## src/hdl/ufsf_pkg.sv

```systemverilog
`timescale 1ns / 1ps
// ----------------------------------------------------------------------------
// ufsf_pkg
// Types, constants and helpers shared by the UTF-8 sequence filter.
// ----------------------------------------------------------------------------
package ufsf_pkg;

   localparam int MAX_RESULTS = 4;

   localparam logic [2:0] LEN_BAD   = 3'd0;
   localparam logic [2:0] LEN_ONE   = 3'd1;
   localparam logic [2:0] LEN_TWO   = 3'd2;
   localparam logic [2:0] LEN_THREE = 3'd3;
   localparam logic [2:0] LEN_FOUR  = 3'd4;

   localparam logic [4:0]  MAX_PLANE    = 5'h10;
   localparam logic [11:0] NONCHAR_MASK = 12'hffe;
   localparam logic [11:0] FDXX_MASK    = 12'hf80;
   localparam logic [11:0] FDXX_CODE    = 12'hd80;
   localparam logic [6:0]  FDXX_LOW     = 7'h30;
   localparam logic [6:0]  FDXX_HIGH    = 7'h4f;
   localparam logic [11:0] SURR_MASK    = 12'hb00;
   localparam logic [11:0] SURR_CODE    = 12'h800;

   typedef struct packed {
      logic [2:0]       num;     // result items, 0..4
      logic             marker;  // single empty end marker
      logic             last;    // request closes the string
      logic [3:0][7:0]  bytes;   // emitted bytes, first in [0]
   } step_result_type;

   function automatic logic [2:0] lead_len(input logic [7:0] b);
      logic [2:0] len;
      if (b[7] == 1'b0)              len = LEN_ONE;
      else if (b[7:5] == 3'b110)     len = LEN_TWO;
      else if (b[7:4] == 4'b1110)    len = LEN_THREE;
      else if (b[7:3] == 5'b11110)   len = LEN_FOUR;
      else                           len = LEN_BAD;
      return len;
   endfunction

endpackage

```

## src/hdl/ufsf_ifs.sv

```systemverilog
`timescale 1ns / 1ps
// ----------------------------------------------------------------------------
// ufsf channel interfaces
// Valid/ready channels for requests, responses and the control register.
// ----------------------------------------------------------------------------
interface ufsf_req_if;
   logic       valid;
   logic       ready;
   logic [7:0] in_byte;
   logic       end_of_string;

   modport source (output valid, output in_byte, output end_of_string, input ready);
   modport sink   (input valid, input in_byte, input end_of_string, output ready);
endinterface

interface ufsf_rsp_if;
   logic       valid;
   logic       ready;
   logic [7:0] out_byte;
   logic       byte_present;
   logic       last_of_string;

   modport source (output valid, output out_byte, output byte_present,
                   output last_of_string, input ready);
   modport sink   (input valid, input out_byte, input byte_present,
                   input last_of_string, output ready);
endinterface

interface ufsf_csr_if;
   logic valid;
   logic ready;
   logic validate_enable;

   modport source (output valid, output validate_enable, input ready);
   modport sink   (input valid, input validate_enable, output ready);
endinterface

```

## src/hdl/ufsf_decoder.sv

```systemverilog
`timescale 1ns / 1ps
// ----------------------------------------------------------------------------
// ufsf_decoder
// Per-request UTF-8 check against the held partial character, or pass-through
// when validation is off; holds the pending lead/continuation bytes.
// ----------------------------------------------------------------------------
module ufsf_decoder
   import ufsf_pkg::*;
(
   input  logic            clock,
   input  logic            reset,
   input  logic            fire,
   input  logic            validate_enable,
   input  logic [7:0]      in_byte,
   input  logic            end_of_string,
   output step_result_type result
);

   logic [7:0]      pend_ff [3];
   logic [7:0]      pend_in [3];
   logic [1:0]      cnt_ff;
   logic [1:0]      cnt_in;

   logic [3:0][7:0] w;
   logic [2:0]      x_len;
   logic [2:0]      p_len;
   logic [2:0]      n;
   logic            is_cont;
   logic [4:0]      plane;
   logic [11:0]     yx;
   logic            three_ok;
   logic            four_ok;
   logic            early_rej;

   always_comb begin
      for (int i = 0; i < 3; i++) begin
         w[i] = (2'(i) == cnt_ff) ? in_byte : pend_ff[i];
      end
      w[3] = in_byte;
   end

   assign x_len   = lead_len(in_byte);
   assign p_len   = lead_len(pend_ff[0]);
   assign n       = {1'b0, cnt_ff} + 3'd1;
   assign is_cont = (in_byte[7:6] == 2'b10);
   assign plane   = {w[0][2:0], w[1][5:4]};
   assign yx      = {w[1][5:0], w[2][5:0]};

   assign three_ok = !((w[0][3:0] == 4'hf &&
                        ((yx & NONCHAR_MASK) == NONCHAR_MASK ||
                         ((yx & FDXX_MASK) == FDXX_CODE &&
                          yx[6:0] >= FDXX_LOW && yx[6:0] <= FDXX_HIGH))) ||
                       (w[0][3:0] == 4'hd && (yx & SURR_MASK) == SURR_CODE));

   assign four_ok = !(w[1][3:0] == 4'hf && w[2][5:0] == 6'h3f && w[3][5:1] == 5'h1f);

   assign early_rej = (n == 3'd2) &&
                      ((p_len == LEN_THREE && w[0][3:0] == 4'h0 && !w[1][5]) ||
                       (p_len == LEN_FOUR && (plane == 5'd0 || plane > MAX_PLANE)));

   always_comb begin
      result  = '0;
      cnt_in  = cnt_ff;
      pend_in = pend_ff;
      if (!validate_enable) begin
         cnt_in = 2'd0;
         if (in_byte != 8'd0) begin
            result.num      = 3'd1;
            result.bytes[0] = in_byte;
         end
      end else if (in_byte != 8'd0) begin
         if (cnt_ff == 2'd0 || !is_cont) begin
            cnt_in = 2'd0;
            case (x_len)
               LEN_ONE: begin
                  result.num      = 3'd1;
                  result.bytes[0] = in_byte;
               end
               LEN_TWO: begin
                  if (in_byte[4:0] > 5'd1) begin
                     pend_in[0] = in_byte;
                     cnt_in     = 2'd1;
                  end
               end
               LEN_THREE, LEN_FOUR: begin
                  pend_in[0] = in_byte;
                  cnt_in     = 2'd1;
               end
               default: begin
                  cnt_in = 2'd0;
               end
            endcase
         end else if (early_rej) begin
            cnt_in = 2'd0;
         end else if (n >= p_len) begin
            cnt_in = 2'd0;
            if ((p_len != LEN_THREE || three_ok) && (p_len != LEN_FOUR || four_ok)) begin
               result.num   = n;
               result.bytes = w;
            end
         end else begin
            pend_in[cnt_ff] = in_byte;
            cnt_in          = cnt_ff + 2'd1;
         end
      end
      if (end_of_string || in_byte == 8'd0) begin
         cnt_in      = 2'd0;
         result.last = 1'b1;
         if (result.num == 3'd0) begin
            result.num    = 3'd1;
            result.marker = 1'b1;
         end
      end
   end

   always_ff @(posedge clock) begin
      if (reset) begin
         cnt_ff <= 2'd0;
      end else if (fire) begin
         cnt_ff <= cnt_in;
      end
   end

   always_ff @(posedge clock) begin
      if (fire) begin
         pend_ff <= pend_in;
      end
   end

`ifndef NO_ASSERTIONS
   a_end_clears: assert property (@(posedge clock) disable iff (reset)
      fire && (end_of_string || in_byte == 8'd0) |=> cnt_ff == 2'd0)
      else $error("pending bytes kept past end of string");

   a_bypass_clears: assert property (@(posedge clock) disable iff (reset)
      fire && !validate_enable |=> cnt_ff == 2'd0)
      else $error("pending bytes kept in pass-through");
`endif

endmodule

```

## src/hdl/ufsf_serializer.sv

```systemverilog
`timescale 1ns / 1ps
// ----------------------------------------------------------------------------
// ufsf_serializer
// Result register: holds the bytes of one request and sends them one per
// cycle on the response channel while the response channel is ready.
// ----------------------------------------------------------------------------
module ufsf_serializer
   import ufsf_pkg::*;
(
   input  logic              clock,
   input  logic              reset,
   input  logic              load,
   input  step_result_type   result,
   output logic              can_load,
   ufsf_rsp_if.source        rsp
);

   step_result_type data_ff;
   logic [2:0]      rem_ff;
   logic [1:0]      idx_ff;
   logic            take;

   assign take     = rsp.valid && rsp.ready;
   assign can_load = (rem_ff == 3'd0) || (rem_ff == 3'd1 && rsp.ready);

   assign rsp.valid          = (rem_ff != 3'd0);
   assign rsp.out_byte       = data_ff.bytes[idx_ff];
   assign rsp.byte_present   = !data_ff.marker;
   assign rsp.last_of_string = data_ff.last && (rem_ff == 3'd1);

   always_ff @(posedge clock) begin
      if (reset) begin
         rem_ff <= 3'd0;
         idx_ff <= 2'd0;
      end else if (load) begin
         rem_ff <= result.num;
         idx_ff <= 2'd0;
      end else if (take) begin
         rem_ff <= rem_ff - 3'd1;
         idx_ff <= idx_ff + 2'd1;
      end
   end

   always_ff @(posedge clock) begin
      if (load) begin
         data_ff <= result;
      end
   end

`ifndef NO_ASSERTIONS
   a_rem_range: assert property (@(posedge clock) disable iff (reset)
      rem_ff <= 3'(MAX_RESULTS))
      else $error("response count out of range");

   a_marker_last: assert property (@(posedge clock) disable iff (reset)
      rsp.valid && data_ff.marker |-> rsp.last_of_string && rsp.out_byte == 8'd0)
      else $error("end marker malformed");
`endif

endmodule

```

## src/hdl/utf8_invalid_sequence_filter_top.sv

```systemverilog
`timescale 1ns / 1ps
// ----------------------------------------------------------------------------
// utf8_invalid_sequence_filter_top
// Drops bytes of malformed UTF-8 characters from a byte stream.
//
//  channel  dir  handshake      payload
//  req_if   in   valid/ready    in_byte[7:0], end_of_string
//  rsp_if   out  valid/ready    out_byte[7:0], byte_present, last_of_string
//  csr_if   in   valid/ready    validate_enable
//
// One request per cycle enters while the result register can load; a request
// yields 0 to 4 responses, sent one per cycle while rsp_if is ready. Requests
// are registered in the request register, then in the result register.
// Synchronous reset clears the pipeline and held bytes; validation is on.
// A stalled response holds the request register, then the request channel.
// ----------------------------------------------------------------------------
module utf8_invalid_sequence_filter_top
   import ufsf_pkg::*;
(
   input  logic        clock,
   input  logic        reset,
   ufsf_req_if.sink    req_if,
   ufsf_rsp_if.source  rsp_if,
   ufsf_csr_if.sink    csr_if
);

   logic            validate_ff;
   logic            in_valid_ff;
   logic [7:0]      in_byte_ff;
   logic            eos_ff;
   logic            can_load;
   logic            fire;
   step_result_type result;

   assign fire          = in_valid_ff && can_load;
   assign req_if.ready  = !in_valid_ff || fire;
   assign csr_if.ready  = 1'b1;

   always_ff @(posedge clock) begin
      if (reset) begin
         validate_ff <= 1'b1;
         in_valid_ff <= 1'b0;
      end else begin
         if (csr_if.valid) begin
            validate_ff <= csr_if.validate_enable;
         end
         if (req_if.valid && req_if.ready) begin
            in_valid_ff <= 1'b1;
         end else if (fire) begin
            in_valid_ff <= 1'b0;
         end
      end
   end

   always_ff @(posedge clock) begin
      if (req_if.valid && req_if.ready) begin
         in_byte_ff <= req_if.in_byte;
         eos_ff     <= req_if.end_of_string;
      end
   end

   ufsf_decoder u_decoder (
      .clock           (clock),
      .reset           (reset),
      .fire            (fire),
      .validate_enable (validate_ff),
      .in_byte         (in_byte_ff),
      .end_of_string   (eos_ff),
      .result          (result)
   );

   ufsf_serializer u_serializer (
      .clock    (clock),
      .reset    (reset),
      .load     (fire),
      .result   (result),
      .can_load (can_load),
      .rsp      (rsp_if)
   );

endmodule

```

## src/flat_wrapper.sv

```systemverilog
// flat-port wrapper written by rule: the top's interface ports become plain ports
module utf8_invalid_sequence_filter_top_flat import ufsf_pkg::*;
  (clock, reset, req_if_valid, req_if_in_byte, req_if_end_of_string, req_if_ready, rsp_if_valid, rsp_if_out_byte, rsp_if_byte_present, rsp_if_last_of_string, rsp_if_ready, csr_if_valid, csr_if_validate_enable, csr_if_ready);
  ufsf_req_if req_if_i ();
  ufsf_rsp_if rsp_if_i ();
  ufsf_csr_if csr_if_i ();
  input  logic clock;
  input  logic reset;
  input wire logic [$bits(req_if_i.valid)-1:0] req_if_valid;
  input wire logic [$bits(req_if_i.in_byte)-1:0] req_if_in_byte;
  input wire logic [$bits(req_if_i.end_of_string)-1:0] req_if_end_of_string;
  output wire logic [$bits(req_if_i.ready)-1:0] req_if_ready;
  output wire logic [$bits(rsp_if_i.valid)-1:0] rsp_if_valid;
  output wire logic [$bits(rsp_if_i.out_byte)-1:0] rsp_if_out_byte;
  output wire logic [$bits(rsp_if_i.byte_present)-1:0] rsp_if_byte_present;
  output wire logic [$bits(rsp_if_i.last_of_string)-1:0] rsp_if_last_of_string;
  input wire logic [$bits(rsp_if_i.ready)-1:0] rsp_if_ready;
  input wire logic [$bits(csr_if_i.valid)-1:0] csr_if_valid;
  input wire logic [$bits(csr_if_i.validate_enable)-1:0] csr_if_validate_enable;
  output wire logic [$bits(csr_if_i.ready)-1:0] csr_if_ready;
  assign req_if_i.valid = req_if_valid;
  assign req_if_i.in_byte = req_if_in_byte;
  assign req_if_i.end_of_string = req_if_end_of_string;
  assign req_if_ready = req_if_i.ready;
  assign rsp_if_valid = rsp_if_i.valid;
  assign rsp_if_out_byte = rsp_if_i.out_byte;
  assign rsp_if_byte_present = rsp_if_i.byte_present;
  assign rsp_if_last_of_string = rsp_if_i.last_of_string;
  assign rsp_if_i.ready = rsp_if_ready;
  assign csr_if_i.valid = csr_if_valid;
  assign csr_if_i.validate_enable = csr_if_validate_enable;
  assign csr_if_ready = csr_if_i.ready;
  utf8_invalid_sequence_filter_top u_core (.clock(clock), .reset(reset), .req_if(req_if_i), .rsp_if(rsp_if_i), .csr_if(csr_if_i));
endmodule
```

## config.mk

```make
export PLATFORM = sky130hd
export DESIGN_NAME = utf8_invalid_sequence_filter_top_flat
export DESIGN_NICKNAME = d
export VERILOG_FILES = /design/src/hdl/ufsf_pkg.sv /design/src/hdl/ufsf_ifs.sv /design/src/hdl/ufsf_decoder.sv /design/src/hdl/ufsf_serializer.sv /design/src/hdl/utf8_invalid_sequence_filter_top.sv /design/src/flat_wrapper.sv
export SDC_FILE = /design/constraint.sdc
export NUM_CORES = 1
export LEC_CHECK = 0
export ABC_AREA = 1
export CORE_ASPECT_RATIO = 1.4
export CORE_MARGIN = 3
export CORE_UTILIZATION = 33
export CTS_CLUSTER_DIAMETER = 50
export CTS_CLUSTER_SIZE = 20
export DETAILED_ROUTE_END_ITERATION = 10
export DONT_BUFFER_PORTS = 1
export PLACE_DENSITY_LB_ADDON = 0.2
export SLEW_MARGIN = 20
export SYNTH_ARGS = -nofsm -noshare
export SYNTH_HDL_FRONTEND = slang
export SYNTH_SLANG_ARGS = --single-unit
```

## constraint.sdc

```tcl
create_clock -name clock -period 5.2 [get_ports clock]
set_input_delay 1.3 -clock clock [delete_from_list [all_inputs] [get_ports clock]]
set_output_delay 1.3 -clock clock [all_outputs]
set_load 0.1 [all_outputs]
```

==> results of run 1 <==
-- through the flow --
stage / util (%) / setup WS (ns) / instance area [sq um] / hold slack (ns) / std cells
2_1_floorplan: - / 0.610 / 3800 / 0.438 / 407
4_1_cts: 38.8 / 1.54 / 4280 / 0.459 / 556
6_report: 38.8 / 1.59 / 4280 / 0.459 / 556
5_1_grt: 38.8 / 1.44 / 4280 / 0.482 / 556
3_3_place_gp: 36.0 / 1.57 / 3980 / 0.451 / 540
3_5_place_dp: 36.0 / 1.51 / 3980 / 0.450 / 540
-- synth_stat cells (all sizes together) --
cell,count,area [sq um]
a2111oi,1,8.76
a211oi,5,37.5
a21oi,15,82.6
and3,1,6.26
buf,6,60.1
clkbuf,4,15.0
conb,2,7.51
dfxtp,9,180
edfxtp,67,2010
ha,10,125
inv,42,160
nand2,102,398
nand3,14,75.1
nand4,3,18.8
nor2,65,265
nor3,7,35.0
nor3b,1,7.51
nor4,2,12.5
o211a,1,10.0
o21a,1,7.51
o21ai,33,169
o221ai,1,8.76
o22ai,13,81.3
xor2,2,17.5
-- logic make-up after synthesis --
logic type / count (synthesis) / synth area share, %
xor gates and xnor gates: 2 / 0.461
DFF: 76 / 57.7
and+or+nand+nor: 195 / 21.5
adders and majority gates: 10 / 3.29
buffers and inverters: 52 / 6.19
other: 2 / 0.198
AOI/OAI and AO/OA: 70 / 10.7
-- cell usage in the layout, fill, tap and decap left out, drive strengths merged, types with 2 or more instances in the layout --
cell    netlist  routed
nand2       102     102
conb          2       2
nor3          7       7
a211oi        5       5
nand4         3       3
nor4          2       2
a21oi        15      15
o21ai        33      33
nor2         65      65
clkinv        0       3
inv          42      42
o22ai        13      13
clkbuf        4      10
xor2          2       2
edfxtp       67      67
buf           6       2
dfxtp         9       9
nand3        14      14
bufinv        0       2
ha           10      10
-- worst min-delay path, delay by kind of cell (launching register included) --
family,cells,cell delay [ns]
compound gates,1,0.06
flops,1,0.30
simple gates,1,0.06
-- how the worst max path moves through the flow --
stage                                          startpoint                                endpoint  slack, ns
6_report       u_core.u_serializer.idx_ff[0]$_SDFFE_PP0P_                      rsp_if_out_byte[1]       1.59
5_1_grt        u_core.u_serializer.idx_ff[0]$_SDFFE_PP0P_                      rsp_if_out_byte[6]       1.44
4_1_cts        u_core.u_serializer.idx_ff[0]$_SDFFE_PP0P_                      rsp_if_out_byte[1]       1.54
3_5_place_dp                                 rsp_if_ready  u_core.u_decoder.pend_ff[10]$_DFFE_PP_       1.51
3_3_place_gp                                 rsp_if_ready  u_core.u_decoder.pend_ff[10]$_DFFE_PP_       1.57
2_1_floorplan                                rsp_if_ready  u_core.u_decoder.pend_ff[10]$_DFFE_PP_       0.61
-- report_power, final --
part	internal [mW]	leakage, nW	switching (mW)
Sequential	0.776	0.699	0.0595
Combinational	0.114	0.830	0.579
Clock	0.415	0.145	0.224
-- flip-flops by register name, summed over array words and instances, names as in the netlist --
name and cells:
u_core.u_serializer.data_ff 34, u_core.u_decoder.pend_ff 24, u_core.in_byte_ff 8, u_core.u_serializer.rem_ff 3, u_core.u_decoder.cnt_ff 2, u_core.u_serializer.idx_ff 2
u_core.eos_ff 1, u_core.in_valid_ff 1, u_core.validate_ff 1
-- routing by layer --
layer / GRT usage [%] / up-vias
li1: - / 1383
met1: 17.5 / 1266
met2: 23.0 / 67
met3: 3.38 / 12
met4: 5.46 / 0
met5: 0 / -
-- area by class of cell --
cell class	instances	area [sq um]	share of cell area (%)
tap	141	176	4.12
inverter	42	160	3.74
clock buffer	10	229	5.35
multi-input combinational	279	1430	33.4
timing repair buffer	2	15.0	0.351
sequential	76	2190	51.2
clock inverter	6	78.8	1.84
==> metrics.cfg, run 1 <==
[status]
outcome=completed

[sta]
hold_viol=0
rsz0062_at_grt=no
slew_viol_final=0
setup_tns_ns=0
clock_skew_ns=0.00686
period_share_pct=69.5
fmax_mhz=277
worst_pin_slew_ns=1.12
setup_viol=0
slew_headroom_pct=25.3
post-route-min-period_ns=3.61

[place]
dp_hpwl_um=6510
io_buffers=0
gp_congestion=0.845

[flow_run]
maxCapViolations=0

[cells_and_area]
antenna_cells=0
nNetsFinal=435
drive_gt1_share_pct=8.67
fillerInstances=1123
area_growth_pct=12.7

[min_path]
min_to=u_core.u_serializer.rem_ff[1]$_SDFFE_PP0P_
hold_start=u_core.u_serializer.rem_ff[1]$_SDFFE_PP0P_
hold_depth=2
hold_class=flop to flop

[critical_path]
rr_startpoint=u_core.u_serializer.rem_ff[0]$_SDFFE_PP0P_
arrival_ns=2.31
cpPeakStageDelay_ns=0.84
crit_slowest_cell=o22ai_2
crit_buf_inv=1
r2r_slack_ns=2.03
cp.depth=3
worst_setup_path_start_kind=flop
crit_fanout=18
r2r-end=u_core.u_decoder.pend_ff[10]$_DFFE_PP_
required_ns=3.90
cp-end-kind=primary output
path_class=flop to primary output
path_delay_family=compound AO/OA/AOI/OAI gates
reg2reg_depth=12
cp_cell_sequence=inv_1, o21ai_0, o22ai_2

[floorplan]
rows=45
num_io_pins=28
core_region_area_sq_um=11000
initial_utilization_pct=34.4
die_w_um=96.7
dieArea_sq_um=12900
fp.dieH_um=133

[cts]
clk_pin_slew_ns=0.06
cts-resized-gates=0
cts_buffer_depth=2
clockRootBuffer=clkbuf_16
clkLatencyLatePin_ns=0.33
postCtsSetupBuffers=0
cts.htree.levels=3
tritoncts=done
cts_made_buffers=9
cts.hold.buffers_added=0
cts_sinks=76

[drt]
drc_errors=0
dr_total_vias=2728
drtIter0Drc=188
route.met2.wl_um=4270
wl_per_cell_um=15.3
wl_met1_um=3670
avgViaCountPerCell=4.91
top_layer=met4
drtPass1Iterations=5
antenna_left=0
wl_met3_um=400
routed_wl_um=8490

[grt]
overflow=0
grt_max_degree=39
grt_pass1_wl_um=14100
antenna_found_initial=0
grt_use_total_pct=13.9
grt_pass1_vias=2723

[logic_synthesis]
syn_area_sq_um=3800
yosys.cell_types.count=34
synthCells=407
yosysWarnings=0
synth_seq_cells=76
yosysSeqAreaShare_pct=57.7
avgSynthCellArea_sq_um=9.34
syn_nets=432

[power]
power_mw=2.17
p_leak_nw=1.67
powerDensity_nw_per_um2=506
peakVddDrop_uv=213

Power figures use the tool's default switching activity.
==> inputs of run 2 (changes only) <==
==> constraint.sdc (replaced) <==
create_clock -name clock -period 3.11 [get_ports clock]
set_input_delay 0.7775 -clock clock [delete_from_list [all_inputs] [get_ports clock]]
set_output_delay 0.7775 -clock clock [all_outputs]
set_load 0.1 [all_outputs]
==> run 2 against run 1 <==
  * First-iteration DRC count is 39% lower
  * Final area is 1.6% higher
  * Worst setup slack worse by 1.3 ns
  * Wire length is 7.2% higher
  * Critical path depth is 12 higher
  * Non-clock buffer count is 15 higher
  * Sequential share of layout area is 0.82 points lower
  * Hold slack worse by 0.0013 ns
  * Via count is 1.4% higher
  * Critical endpoint is now u_core.u_decoder.pend_ff[9]$_DFFE_PP_
  * Largest power group unchanged
==> metrics.cfg, run 2 (synthesized netlist as in run 1, its figures left out) <==
[power]
p_sw_share_pct=41.3
switchingPower_mw=1.49
peakVddDrop_uv=382
powerDensity_nw_per_um2=827
intPower_mw=2.11
p_leak_nw=1.73
clkPwrFrac_pct=25.5
p_seq_share_pct=38.2
power_frac_comb_pct=36.3

[floorplan]
dieArea_sq_um=12900
num_io_pins=28
core_region_area_sq_um=11000
fp.dieH_um=133
die_w_um=96.7
rows=45
initial_utilization_pct=34.4

[cts]
cts_sinks=76
tritoncts=done
cts_made_buffers=9
postCtsSetupBuffers=0
clk_pin_slew_ns=0.06
clkLatencyLatePin_ns=0.34
cts-resized-gates=0
cts_buffer_depth=2
cts.htree.levels=3
clockRootBuffer=clkbuf_16
cts.hold.buffers_added=0

[cells_and_area]
nNetsFinal=450
final_cells=571
top_register=u_core.u_serializer.data_ff
top_regs=u_core.u_serializer.data_ff x34, u_core.u_decoder.pend_ff x24, u_core.in_byte_ff x8
largest_reg_flops=34
area_growth_pct=14.5
layout_commonest_cell=nand2_1
layout_common_cells=97 x nand2_1, 67 x edfxtp_1, 61 x nor2_1
fin_util_pct=39.4
fillerInstances=1155
drive_gt1_share_pct=12.6
antenna_cells=0

[grt]
antenna_found_initial=0
grt_pass1_wl_um=14600
grt_max_degree=38
grt_use_total_pct=14.6
grt_pass1_vias=2724
overflow=0

[drt]
drtPass1Iterations=4
routed_wl_um=9100
antenna_left=0
dr_total_vias=2766
drc_errors=0
avgViaCountPerCell=4.84
drtIter0Drc=115
wl_per_cell_um=15.9

[sta]
setup_viol=0
worst_pin_slew_ns=0.818
hold_viol=0
slew_viol_final=0
clock_skew_ns=0.00623
slew_headroom_pct=45.4
post-route-min-period_ns=2.82
fmax_mhz=355
rsz0062_at_grt=no
setup_tns_ns=0
period_share_pct=90.6

[min_path]
hold_class=flop to flop
hold_depth=2
hold_start=u_core.u_serializer.rem_ff[1]$_SDFFE_PP0P_
min_to=u_core.u_serializer.rem_ff[1]$_SDFFE_PP0P_

[critical_path]
rr_startpoint=u_core.u_decoder.cnt_ff[0]$_SDFFE_PP0P_
worst_setup_path_start_kind=flop
cpPeakStageDelay_ns=0.41
cp_cell_sequence=inv_1, ha_1, inv_1, nand2_1, nand2_1, nor2_1, nand3_1, nand3_1, nand2_1, nand2_2, nand3_1, inv_1, nand2_1, nor2_1, buf_4
cp_common_cell=nand2_1
r2r_slack_ns=0.29
reg2reg_depth=15
required_ns=3.16
path_class=flop to flop
cp-end-kind=flop
arrival_ns=2.86
crit_slowest_cell=ha_1
r2r-end=u_core.u_decoder.pend_ff[9]$_DFFE_PP_
crit_fanout=12

[flow_run]
maxCapViolations=0

[place]
dp_hpwl_um=7010
dp_cells=555
io_buffers=0
gp_congestion=0.900

[status]
outcome=completed

## run 2: changes by cell type in the layout (fill, tap and decap cells not counted), moves of 2 or more
cell,delta
clkinv_2,+3
clkinv_1,-3
bufinv_16,-2
buf_4,+15
## run 2: cell type report
| cell class | count | area (sq um) | area share (%) |
|---|---|---|---|
| Clock buffer | 11 | 233 | 5.35 |
| Multi-Input combinational cell | 279 | 1430 | 32.9 |
| Sequential cell | 76 | 2190 | 50.4 |
| Clock inverter | 5 | 30.0 | 0.690 |
| Inverter | 42 | 160 | 3.68 |
| Timing Repair Buffer | 17 | 128 | 2.93 |
| Tap cell | 141 | 176 | 4.05 |
## run 2: worst max path at each step
| stage | slack (ns) | endpoint | depth (start not counted) | from |
|---|---|---|---|---|
| 2_1_floorplan | 0.02 | u_core.u_decoder.pend_ff[10]$_DFFE_PP_ | 10 | u_core.u_serializer.rem_ff[0]$_SDFFE_PP0P_ |
| 3_3_place_gp | 0.33 | u_core.u_decoder.pend_ff[1]$_DFFE_PP_ | 15 | u_core.u_decoder.cnt_ff[0]$_SDFFE_PP0P_ |
| 3_5_place_dp | 0.31 | u_core.u_decoder.pend_ff[8]$_DFFE_PP_ | 15 | u_core.u_decoder.cnt_ff[0]$_SDFFE_PP0P_ |
| 4_1_cts | 0.30 | u_core.u_decoder.pend_ff[9]$_DFFE_PP_ | 15 | u_core.u_decoder.cnt_ff[0]$_SDFFE_PP0P_ |
| 5_1_grt | 0.04 | u_core.u_decoder.pend_ff[12]$_DFFE_PP_ | 15 | u_core.u_decoder.cnt_ff[0]$_SDFFE_PP0P_ |
| 6_report | 0.29 | u_core.u_decoder.pend_ff[9]$_DFFE_PP_ | 15 | u_core.u_decoder.cnt_ff[0]$_SDFFE_PP0P_ |
## run 2: power groups by stage
stage | registers, mW | clock network [mW] | logic (mW)
floorplan | 1.36 | 0 | 1.06
global placement | 1.40 | 0 | 1.31
detailed placement | 1.40 | 0 | 1.32
CTS | 1.38 | 0.946 | 1.32
global route | 1.39 | 0.984 | 1.40
finish | 1.38 | 0.917 | 1.31
## run 2: through the flow
| stage | hold slack, ns | cell area, sq um | setup slack (ns) | total power [mW] |
|---|---|---|---|---|
| 2_1_floorplan | 0.438 | 3860 | 0.0206 | 2.42 |
| 3_3_place_gp | 0.451 | 4090 | 0.330 | 2.71 |
| 3_5_place_dp | 0.451 | 4090 | 0.309 | 2.72 |
| 4_1_cts | 0.460 | 4350 | 0.304 | 3.64 |
| 5_1_grt | 0.492 | 4350 | 0.0430 | 3.77 |
| 6_report | 0.457 | 4350 | 0.293 | 3.60 |
## run 2: worst max-delay path: cells and delay by family (launching register included)
family	cells	cell delay, ns
simple gates	10	1.17
buf+inv	4	0.59
flops	1	0.34
fa+ha+maj	1	0.41
## run 2: layer usage
layer	up-vias	track usage (%)	wire length [um]	part of all wire [%]
li1	1412	-	-	-
met1	1274	17.1	3810	42
met2	60	25.5	4690	52
met3	20	3.59	348	3.8
met4	0	6.25	250	2.7
met5	-	0	0	0
